File: src/sv/circle_rasterizer_macros.svh
// Assertion macros shared by the circle rasterizer RTL.
`ifndef CIRCLE_RASTERIZER_MACROS_SVH
`define CIRCLE_RASTERIZER_MACROS_SVH

`ifndef SYNTHESIS
// Immediate-implication or plain property, sampled on clk, off while in reset.
`define CRZ_ASSERT(lbl, clk, rst_n, prop) \
  lbl: assert property (@(posedge clk) disable iff (!rst_n) (prop)) \
    else $error("circle_rasterizer: assertion failed");
// Condition a must be followed by b in the next cycle.
`define CRZ_ASSERT_NEXT(lbl, clk, rst_n, a, b) \
  lbl: assert property (@(posedge clk) disable iff (!rst_n) (a) |=> (b)) \
    else $error("circle_rasterizer: assertion failed");
`else
`define CRZ_ASSERT(lbl, clk, rst_n, prop)
`define CRZ_ASSERT_NEXT(lbl, clk, rst_n, a, b)
`endif

`endif

File: src/sv/crz_pkg.sv
// Shared widths, request codes and the snapshot type of the circle rasterizer.
package crz_pkg;

  localparam int CoordW = 12;  // centre column / row
  localparam int RadW   = 11;  // radius
  localparam int PosW   = 13;  // running x / y
  localparam int DecW   = 16;  // decision variable
  localparam int PixW   = 14;  // emitted pixel coordinate

  localparam logic REQ_START = 1'b0;
  localparam logic REQ_STEP  = 1'b1;

  // One point of the circle with everything needed to emit its eight mirrors.
  typedef struct packed {
    logic [CoordW-1:0]      cx;
    logic [CoordW-1:0]      cy;
    logic signed [PosW-1:0] x;
    logic signed [PosW-1:0] y;
    logic                   done;
  } crz_snap_t;

endpackage

File: src/sv/crz_req_if.sv
// Request channel: start or advance items with valid/ready handshake.
interface crz_req_if;
  import crz_pkg::*;

  logic              valid;
  logic              ready;
  logic              req_type;
  logic [CoordW-1:0] center_x;
  logic [CoordW-1:0] center_y;
  logic [RadW-1:0]   radius;

  modport source (output valid, req_type, center_x, center_y, radius, input ready);
  modport sink   (input valid, req_type, center_x, center_y, radius, output ready);
endinterface

File: src/sv/crz_pix_if.sv
// Pixel channel: one mirrored pixel per transfer with valid/ready handshake.
interface crz_pix_if;
  import crz_pkg::*;

  logic                   valid;
  logic                   ready;
  logic signed [PixW-1:0] pixel_x;
  logic signed [PixW-1:0] pixel_y;
  logic                   last_of_step;
  logic                   circle_done;

  modport source (output valid, pixel_x, pixel_y, last_of_step, circle_done, input ready);
  modport sink   (input valid, pixel_x, pixel_y, last_of_step, circle_done, output ready);
endinterface

File: src/sv/crz_step.sv
// Midpoint circle state: start setup and one iteration per accepted advance until done.
`include "circle_rasterizer_macros.svh"

module crz_step (
  input  logic                       clk_i,
  input  logic                       rst_ni,
  input  logic                       acc_i,
  input  logic                       req_type_i,
  input  logic [crz_pkg::CoordW-1:0] center_x_i,
  input  logic [crz_pkg::CoordW-1:0] center_y_i,
  input  logic [crz_pkg::RadW-1:0]   radius_i,
  output logic                       push_o,
  output crz_pkg::crz_snap_t         snap_o
);
  import crz_pkg::*;

  logic signed [PosW-1:0] cur_x_q, cur_x_d;
  logic signed [PosW-1:0] cur_y_q, cur_y_d;
  logic signed [DecW-1:0] dec_q, dec_d;
  logic [CoordW-1:0]      ccol_q, ccol_d;
  logic [CoordW-1:0]      crow_q, crow_d;
  logic                   fin_q, fin_d;

  logic signed [PosW-1:0] x_inc, y_nxt;
  logic signed [DecW-1:0] diff16, dec_step;
  logic                   start_acc, adv_acc;

  assign start_acc = acc_i && (req_type_i == REQ_START);
  assign adv_acc   = acc_i && (req_type_i == REQ_STEP) && !fin_q;

  always_comb begin
    x_inc = cur_x_q + PosW'(1);
    if (dec_q > 0) begin
      y_nxt  = cur_y_q - PosW'(1);
      // 4*(x - y) + 10, taken modulo the decision width
      diff16 = DecW'(x_inc) - DecW'(y_nxt);
      diff16 = {diff16[DecW-3:0], 2'b00};
      dec_step = dec_q + diff16 + DecW'(10);
    end else begin
      y_nxt  = cur_y_q;
      diff16 = DecW'(x_inc);
      diff16 = {diff16[DecW-3:0], 2'b00};
      dec_step = dec_q + diff16 + DecW'(6);
    end
  end

  always_comb begin
    cur_x_d = cur_x_q;
    cur_y_d = cur_y_q;
    dec_d   = dec_q;
    ccol_d  = ccol_q;
    crow_d  = crow_q;
    fin_d   = fin_q;
    if (start_acc) begin
      cur_x_d = '0;
      cur_y_d = {{(PosW-RadW){1'b0}}, radius_i};
      dec_d   = DecW'(3) - {{(DecW-RadW-1){1'b0}}, radius_i, 1'b0};
      ccol_d  = center_x_i;
      crow_d  = center_y_i;
      fin_d   = 1'b0;  // y = r >= 0 = x
    end else if (adv_acc) begin
      cur_x_d = x_inc;
      cur_y_d = y_nxt;
      dec_d   = dec_step;
      fin_d   = (y_nxt < x_inc);
    end
  end

  always_ff @(posedge clk_i or negedge rst_ni) begin
    if (!rst_ni) begin
      cur_x_q <= '0;
      cur_y_q <= '0;
      dec_q   <= '0;
      ccol_q  <= '0;
      crow_q  <= '0;
      fin_q   <= 1'b1;
    end else begin
      cur_x_q <= cur_x_d;
      cur_y_q <= cur_y_d;
      dec_q   <= dec_d;
      ccol_q  <= ccol_d;
      crow_q  <= crow_d;
      fin_q   <= fin_d;
    end
  end

  assign push_o      = start_acc || adv_acc;
  assign snap_o.cx   = ccol_d;
  assign snap_o.cy   = crow_d;
  assign snap_o.x    = cur_x_d;
  assign snap_o.y    = cur_y_d;
  assign snap_o.done = fin_d;

  `CRZ_ASSERT(fin_clears_only_on_start, clk_i, rst_ni, $fell(fin_q) |-> $past(start_acc))
  `CRZ_ASSERT(start_never_done, clk_i, rst_ni, start_acc |-> !snap_o.done)
endmodule

File: src/sv/crz_octant.sv
// Eight-way mirror emitter: pending slot, active point and output register.
`include "circle_rasterizer_macros.svh"

module crz_octant (
  input  logic               clk_i,
  input  logic               rst_ni,
  input  logic               push_i,
  input  crz_pkg::crz_snap_t snap_i,
  output logic               ready_o,
  crz_pix_if.source          pix_o
);
  import crz_pkg::*;

  logic      pend_v_q, pend_v_d;
  crz_snap_t pend_q;
  logic      act_v_q, act_v_d;
  crz_snap_t act_q;
  logic [2:0] idx_q, idx_d;

  logic                   out_v_q, out_v_d;
  logic signed [PixW-1:0] out_x_q, out_y_q;
  logic                   out_last_q, out_done_q;

  logic out_free, gen, last_gen, act_free, load;
  logic signed [PosW-1:0] off_c, off_r;
  logic [PixW-1:0]        add_c, add_r, px, py;

  assign out_free = !out_v_q || pix_o.ready;
  assign gen      = act_v_q && out_free;
  assign last_gen = gen && (idx_q == 3'd7);
  assign act_free = !act_v_q || last_gen;
  assign load     = act_free && pend_v_q;
  assign ready_o  = !pend_v_q || act_free;

  // idx[2] swaps x/y, idx[0] negates the column term, idx[1] the row term
  always_comb begin
    off_c = idx_q[2] ? act_q.y : act_q.x;
    off_r = idx_q[2] ? act_q.x : act_q.y;
    add_c = {off_c[PosW-1], off_c};
    add_r = {off_r[PosW-1], off_r};
    if (idx_q[0]) add_c = -add_c;
    if (idx_q[1]) add_r = -add_r;
    px = {{(PixW-CoordW){1'b0}}, act_q.cx} + add_c;
    py = {{(PixW-CoordW){1'b0}}, act_q.cy} + add_r;
  end

  always_comb begin
    pend_v_d = pend_v_q;
    if (push_i)    pend_v_d = 1'b1;
    else if (load) pend_v_d = 1'b0;

    act_v_d = act_v_q;
    idx_d   = idx_q;
    if (gen) idx_d = idx_q + 3'd1;
    if (load) begin
      act_v_d = 1'b1;
      idx_d   = '0;
    end else if (last_gen) begin
      act_v_d = 1'b0;
    end

    out_v_d = out_v_q;
    if (gen)              out_v_d = 1'b1;
    else if (pix_o.ready) out_v_d = 1'b0;
  end

  always_ff @(posedge clk_i or negedge rst_ni) begin
    if (!rst_ni) begin
      pend_v_q <= 1'b0;
      act_v_q  <= 1'b0;
      idx_q    <= '0;
      out_v_q  <= 1'b0;
    end else begin
      pend_v_q <= pend_v_d;
      act_v_q  <= act_v_d;
      idx_q    <= idx_d;
      out_v_q  <= out_v_d;
    end
  end

  always_ff @(posedge clk_i) begin
    if (push_i) pend_q <= snap_i;
    if (load)   act_q  <= pend_q;
    if (gen) begin
      out_x_q    <= px;
      out_y_q    <= py;
      out_last_q <= (idx_q == 3'd7);
      out_done_q <= (idx_q == 3'd7) && act_q.done;
    end
  end

  assign pix_o.valid        = out_v_q;
  assign pix_o.pixel_x      = out_x_q;
  assign pix_o.pixel_y      = out_y_q;
  assign pix_o.last_of_step = out_last_q;
  assign pix_o.circle_done  = out_done_q;

  `CRZ_ASSERT(done_only_on_last, clk_i, rst_ni, (out_v_q && out_done_q) |-> out_last_q)
  `CRZ_ASSERT_NEXT(pend_moves_to_idle_active, clk_i, rst_ni, pend_v_q && !act_v_q, act_v_q)
  `CRZ_ASSERT(active_starts_at_first, clk_i, rst_ni, $rose(act_v_q) |-> (idx_q == 3'd0))
endmodule

File: src/sv/circle_rasterizer.sv
// Top level of the midpoint circle rasterizer.
// A start request (req_type 0) latches centre and radius and produces the eight mirrored
// pixels of (0, r); each advance request (req_type 1) runs one midpoint iteration and
// produces eight more, the last of the final octant step flagged circle_done. Advances
// after the circle is complete are taken and produce nothing. The iteration itself is
// done in the cycle a request is accepted, so the state is ready for the next request at
// once; the pixel port then delivers one pixel per cycle while it is ready, so a stream of
// steps runs at one request per eight pixels, set by the single output channel. A request
// is held in a one-deep pending slot while the previous point is still being emitted, and
// the output is registered, so a stalled pixel port does not block the request side until
// that slot fills. Pixels come via the pending slot, active point and output register.
module circle_rasterizer (
  input  logic     clk_i,
  input  logic     rst_ni,
  crz_req_if.sink  req_i,
  crz_pix_if.source pix_o
);
  import crz_pkg::*;

  logic      acc;
  logic      push;
  logic      slot_ready;
  crz_snap_t snap;

  assign req_i.ready = slot_ready;
  assign acc         = req_i.valid && slot_ready;

  crz_step u_step (
    .clk_i      (clk_i),
    .rst_ni     (rst_ni),
    .acc_i      (acc),
    .req_type_i (req_i.req_type),
    .center_x_i (req_i.center_x),
    .center_y_i (req_i.center_y),
    .radius_i   (req_i.radius),
    .push_o     (push),
    .snap_o     (snap)
  );

  crz_octant u_octant (
    .clk_i   (clk_i),
    .rst_ni  (rst_ni),
    .push_i  (push),
    .snap_i  (snap),
    .ready_o (slot_ready),
    .pix_o   (pix_o)
  );
endmodule
File: src/flat_wrapper.sv
// flat-port wrapper written by rule: the top's interface ports become plain ports
module circle_rasterizer_flat import crz_pkg::*;
  (clk_i, rst_ni, req_i_valid, req_i_req_type, req_i_center_x, req_i_center_y, req_i_radius, req_i_ready, pix_o_valid, pix_o_pixel_x, pix_o_pixel_y, pix_o_last_of_step, pix_o_circle_done, pix_o_ready);
  crz_req_if req_i_i ();
  crz_pix_if pix_o_i ();
  input  logic clk_i;
  input  logic rst_ni;
  input wire logic [$bits(req_i_i.valid)-1:0] req_i_valid;
  input wire logic [$bits(req_i_i.req_type)-1:0] req_i_req_type;
  input wire logic [$bits(req_i_i.center_x)-1:0] req_i_center_x;
  input wire logic [$bits(req_i_i.center_y)-1:0] req_i_center_y;
  input wire logic [$bits(req_i_i.radius)-1:0] req_i_radius;
  output wire logic [$bits(req_i_i.ready)-1:0] req_i_ready;
  output wire logic [$bits(pix_o_i.valid)-1:0] pix_o_valid;
  output wire logic [$bits(pix_o_i.pixel_x)-1:0] pix_o_pixel_x;
  output wire logic [$bits(pix_o_i.pixel_y)-1:0] pix_o_pixel_y;
  output wire logic [$bits(pix_o_i.last_of_step)-1:0] pix_o_last_of_step;
  output wire logic [$bits(pix_o_i.circle_done)-1:0] pix_o_circle_done;
  input wire logic [$bits(pix_o_i.ready)-1:0] pix_o_ready;
  assign req_i_i.valid = req_i_valid;
  assign req_i_i.req_type = req_i_req_type;
  assign req_i_i.center_x = req_i_center_x;
  assign req_i_i.center_y = req_i_center_y;
  assign req_i_i.radius = req_i_radius;
  assign req_i_ready = req_i_i.ready;
  assign pix_o_valid = pix_o_i.valid;
  assign pix_o_pixel_x = pix_o_i.pixel_x;
  assign pix_o_pixel_y = pix_o_i.pixel_y;
  assign pix_o_last_of_step = pix_o_i.last_of_step;
  assign pix_o_circle_done = pix_o_i.circle_done;
  assign pix_o_i.ready = pix_o_ready;
  circle_rasterizer u_core (.clk_i(clk_i), .rst_ni(rst_ni), .req_i(req_i_i), .pix_o(pix_o_i));
endmodule
File: config.mk
export PLATFORM = sky130hd
export DESIGN_NAME = circle_rasterizer_flat
export DESIGN_NICKNAME = d
export VERILOG_FILES = /design/src/sv/crz_pkg.sv /design/src/sv/crz_req_if.sv /design/src/sv/crz_pix_if.sv /design/src/sv/crz_step.sv /design/src/sv/crz_octant.sv /design/src/sv/circle_rasterizer.sv /design/src/flat_wrapper.sv
export VERILOG_INCLUDE_DIRS = /design/src /design/src/sv
export SDC_FILE = /design/constraint.sdc
export NUM_CORES = 1
export LEC_CHECK = 0
export BUFFER_PORTS_ARGS = -buffer_cell sky130_fd_sc_hd__buf_4
export CAP_MARGIN = 20
export CORE_ASPECT_RATIO = 0.75
export CORE_MARGIN = 2
export CORE_UTILIZATION = 35
export DETAILED_ROUTE_END_ITERATION = 16
export GPL_TIMING_DRIVEN = 1
export PLACE_DENSITY_LB_ADDON = 0.25
export SLEW_MARGIN = 20
export SYNTH_ARGS = -nofsm -noshare
export SYNTH_HDL_FRONTEND = slang
export SYNTH_SLANG_ARGS = --single-unit
File: constraint.sdc
create_clock -name clk_i -period 4.95 [get_ports clk_i]
set_input_delay 0.7425 -clock clk_i [delete_from_list [all_inputs] [get_ports clk_i]]
set_output_delay 0.7425 -clock clk_i [all_outputs]
set_load 0.1 [all_outputs]
==> flow_summary.ini <==
[run_status]
run_status = finished clean

[floorplan]
design.die.area_um2 = 37400
die_height_um = 168
ios = 72
std_cell_rows = 60
die_width_um = 223
initial_utilization_pct = 35.3
placeableCoreArea_um2 = 35600

[placed_design]
post-dp-hpwl_um = 23400
port-buffer-count = 71
gpl.final_weighted_congestion = 0.891

[worst_setup_path]
setup.worst_path.end_class = flop
worstSetupEndpoint = u_core.u_step.dec_q[15]
cp-start-kind = flop
cp.arrival_ns = 5.10
rr_worst_depth = 20
reg2reg_from = u_core.u_step.cur_y_q[0]
timing.reg2reg.setup_slack_ns = 0.25
worst_r2r_endpoint = u_core.u_step.dec_q[15]
setup.worst_path.class = flop to flop
path_max_fanout = 5
worst-endpoint-required_ns = 5.35
launch_point_of_the_critical_path = u_core.u_step.cur_y_q[0]

[cts]
cts.repair.resized = 0
clk_pin_slew_worst_paths_ns = 0.06
later_pin_clock_latency_in_the_skew_report_ns = 0.50
total_cts_buffers = 22
ctsLongestPathBuffers = 3
tritoncts = built
clock_sink_count = 205
ctsRootBufferMaster = clkbuf_16
cts_setup_buffers = 0
number_of_levels_in_the_clock_h_tree = 1
cts_hold_buf = 0

[routing]
drt-total-wl_um = 31500
maxUsedRoutingLayer = met4
vias_after_detailed_routing = 9239
routed_wire_length_per_instance_um = 17.9
dr_wl_met3_um = 1730
met2_length_um = 13000
drcViolationCount = 0
wirelength_met1_um = 16200
drt_iter0_drc = 863
ant_nets = 0
viasPerCell = 5.24
drt_pre_antenna_iters = 5

[sta]
finClkSkew_ns = 0.0119
rsz0062_at_grt = no
period_share_pct = 94.9
relSlewSlack_pct = 26.9
setup_total_negative_slack_ns = 0
report.final.slew_viol_count = 0
fmax_mhz = 213
worstMarginPinSlew_ns = 1.09
timing.final.crit_period_ns = 4.70
report.final.hold_viol_count = 0
setup_viol = 0

[layout]
synthToLayoutAreaGrowth_pct = 15.0
antenna-diode-count = 0
drive_gt1_share_pct = 12.6
num-nets-final = 1438

[yosys]
synth_commonest_cells = nand2_1 (159), edfxtp_1 (132), ha_1 (111), nor2_1 (84), dfrtp_1 (72)
yosys-top-cells-area = edfxtp_1 (32%), dfrtp_1 (14%), ha_1 (11%), nand2_1 (4.8%), xor2_1 (4.3%)
ys_async_sr_fraction_pct = 35.6
ys_ff_latch = 205
ys_seq_area_share_pct = 46.2
synth-edff-count = 132
syn_avg_cell_area_um2 = 10.4
synthesized_instance_count = 1210
synth_largest_type_area_fraction_pct = 31.6
synth_top_area_cell = edfxtp_1
netlist_area_um2 = 12500
synthesized_nets = 1366
synth_ff_type = edfxtp_1
synth.distinct_cells = 81
yosysMostFrequentCell = nand2_1
ys.warnings.count = 0

[global_routing]
grt_first_pass_wirelength_um = 49500
antenna_violations_before_repair = 0
grt_pass1_vias = 8772
globalRoute.totalOverflow = 0
grt_start_max_net_pins = 55
track_usage_pct = 16.7

[min_path]
path_class_of_the_lowest_slack_min_delay_path = input pin to async pin

[job]
max_cap_violations = 0
per-stage QoR:
stage	area (um^2)	worst slack (ns)	std cells	util (%)	hold slack, ns
after floorplan	12500	0.675	1210	-	0.400
after global placement	13600	0.387	1723	38.4	0.402
after detailed placement	13600	0.337	1723	38.4	0.405
after CTS	14400	0.277	1763	40.5	0.239
after global routing	14400	0.00758	1763	40.6	0.256
final	14400	0.251	1763	40.6	0.217
worst min path at each step:
stage,to,slack (ns),start,cells past startpoint
4_1_cts,u_core.u_step.dec_q[15],0.24,rst_ni,1
3_3_place_gp,u_core.u_octant.act_q[29],0.40,u_core.u_octant.pend_q[29],0
2_1_floorplan,u_core.u_octant.act_q[0],0.40,u_core.u_octant.pend_q[0],0
5_1_grt,u_core.u_step.dec_q[15],0.26,rst_ni,1
3_5_place_dp,u_core.u_octant.act_q[26],0.40,u_core.u_octant.pend_q[26],0
6_report,u_core.u_step.dec_q[15],0.22,rst_ni,1
worst max-delay path, stage by stage, from the launching register on:
cell and delay [ns]:
dfrtp_1 0.44, inv_1 0.14, ha_1 0.24, nor3b_4 0.27
nand3_2 0.15, or3_4 0.38, xor2_1 0.15, ha_1 0.34
or3_1 0.37, o21ai_0 0.09, a31oi_1 0.08, xor2_1 0.17
ha_1 0.29, ha_1 0.34, a21oi_1 0.30, nor2_1 0.07
a31oi_1 0.14, o211a_1 0.16, o311a_1 0.18, xor2_1 0.07
o311ai_1 0.22
final cells by class:
class	instances	area (um^2)
multi-input combinational	912	6410
clock inverter	11	168
clock buffer	29	608
timing repair buffer	92	691
inverter	49	184
fill	3431	21200
tap	465	582
sequential	205	5790
per-layer routing:
metal,GRT usage (%),vias to the layer above
met2,24.4,239
met3,2.50,31
met4,3.44,0
met5,0,-
met1,25.8,4440
li1,-,4529
flip-flops by register name, indices dropped and copies added (netlist names), 3 cells and up:
| signal | flops |
|---|---|
| u_core.u_octant.act_q | 51 |
| u_core.u_step.dec_q | 16 |
| u_core.u_step.cur_x_q | 13 |
| u_core.u_octant.pix_o.pixel_y | 14 |
| u_core.u_octant.pix_o.pixel_x | 14 |
| u_core.u_step.cur_y_q | 13 |
| u_core.u_step.crow_q | 12 |
| u_core.u_octant.idx_q | 3 |
| u_core.u_octant.pend_q | 51 |
| u_core.u_step.ccol_q | 12 |
cells in the final DEF, fill, tap and decap left out, types with 8 or more instances in the layout:
cell type and n:
a211oi_1 15, a21o_1 13, a21oi_1 67, a22oi_1 22, a31oi_1 8, buf_4 92
clkbuf_16 23, dfrtp_1 71, edfxtp_1 132, ha_1 111, inv_1 48, mux2i_1 29
nand2_1 159, nand3_1 10, nor2_1 82, nor2b_1 16, nor3_1 30, nor4_1 9
o211ai_1 13, o21a_1 8, o21ai_0 65, o21ai_1 23, xnor2_1 57, xor2_1 61
kinds of logic after synthesis:
kind of cell             Yosys count  share of synthesized area (%)
AO/OA/AOI/OAI                    283                           14.2
multiplexers                      31                           2.49
XOR/XNOR                         121                           8.63
flip-flops                       205                           46.2
adder cells (fa/ha/maj)          116                           11.9
buffers and inverters             93                           3.01
AND/OR/NAND/NOR                  361                           13.6
Power is left out: the tool's default activity adds up to more than one toggle a clock period on the data nets, which glitch-free logic cannot reach.
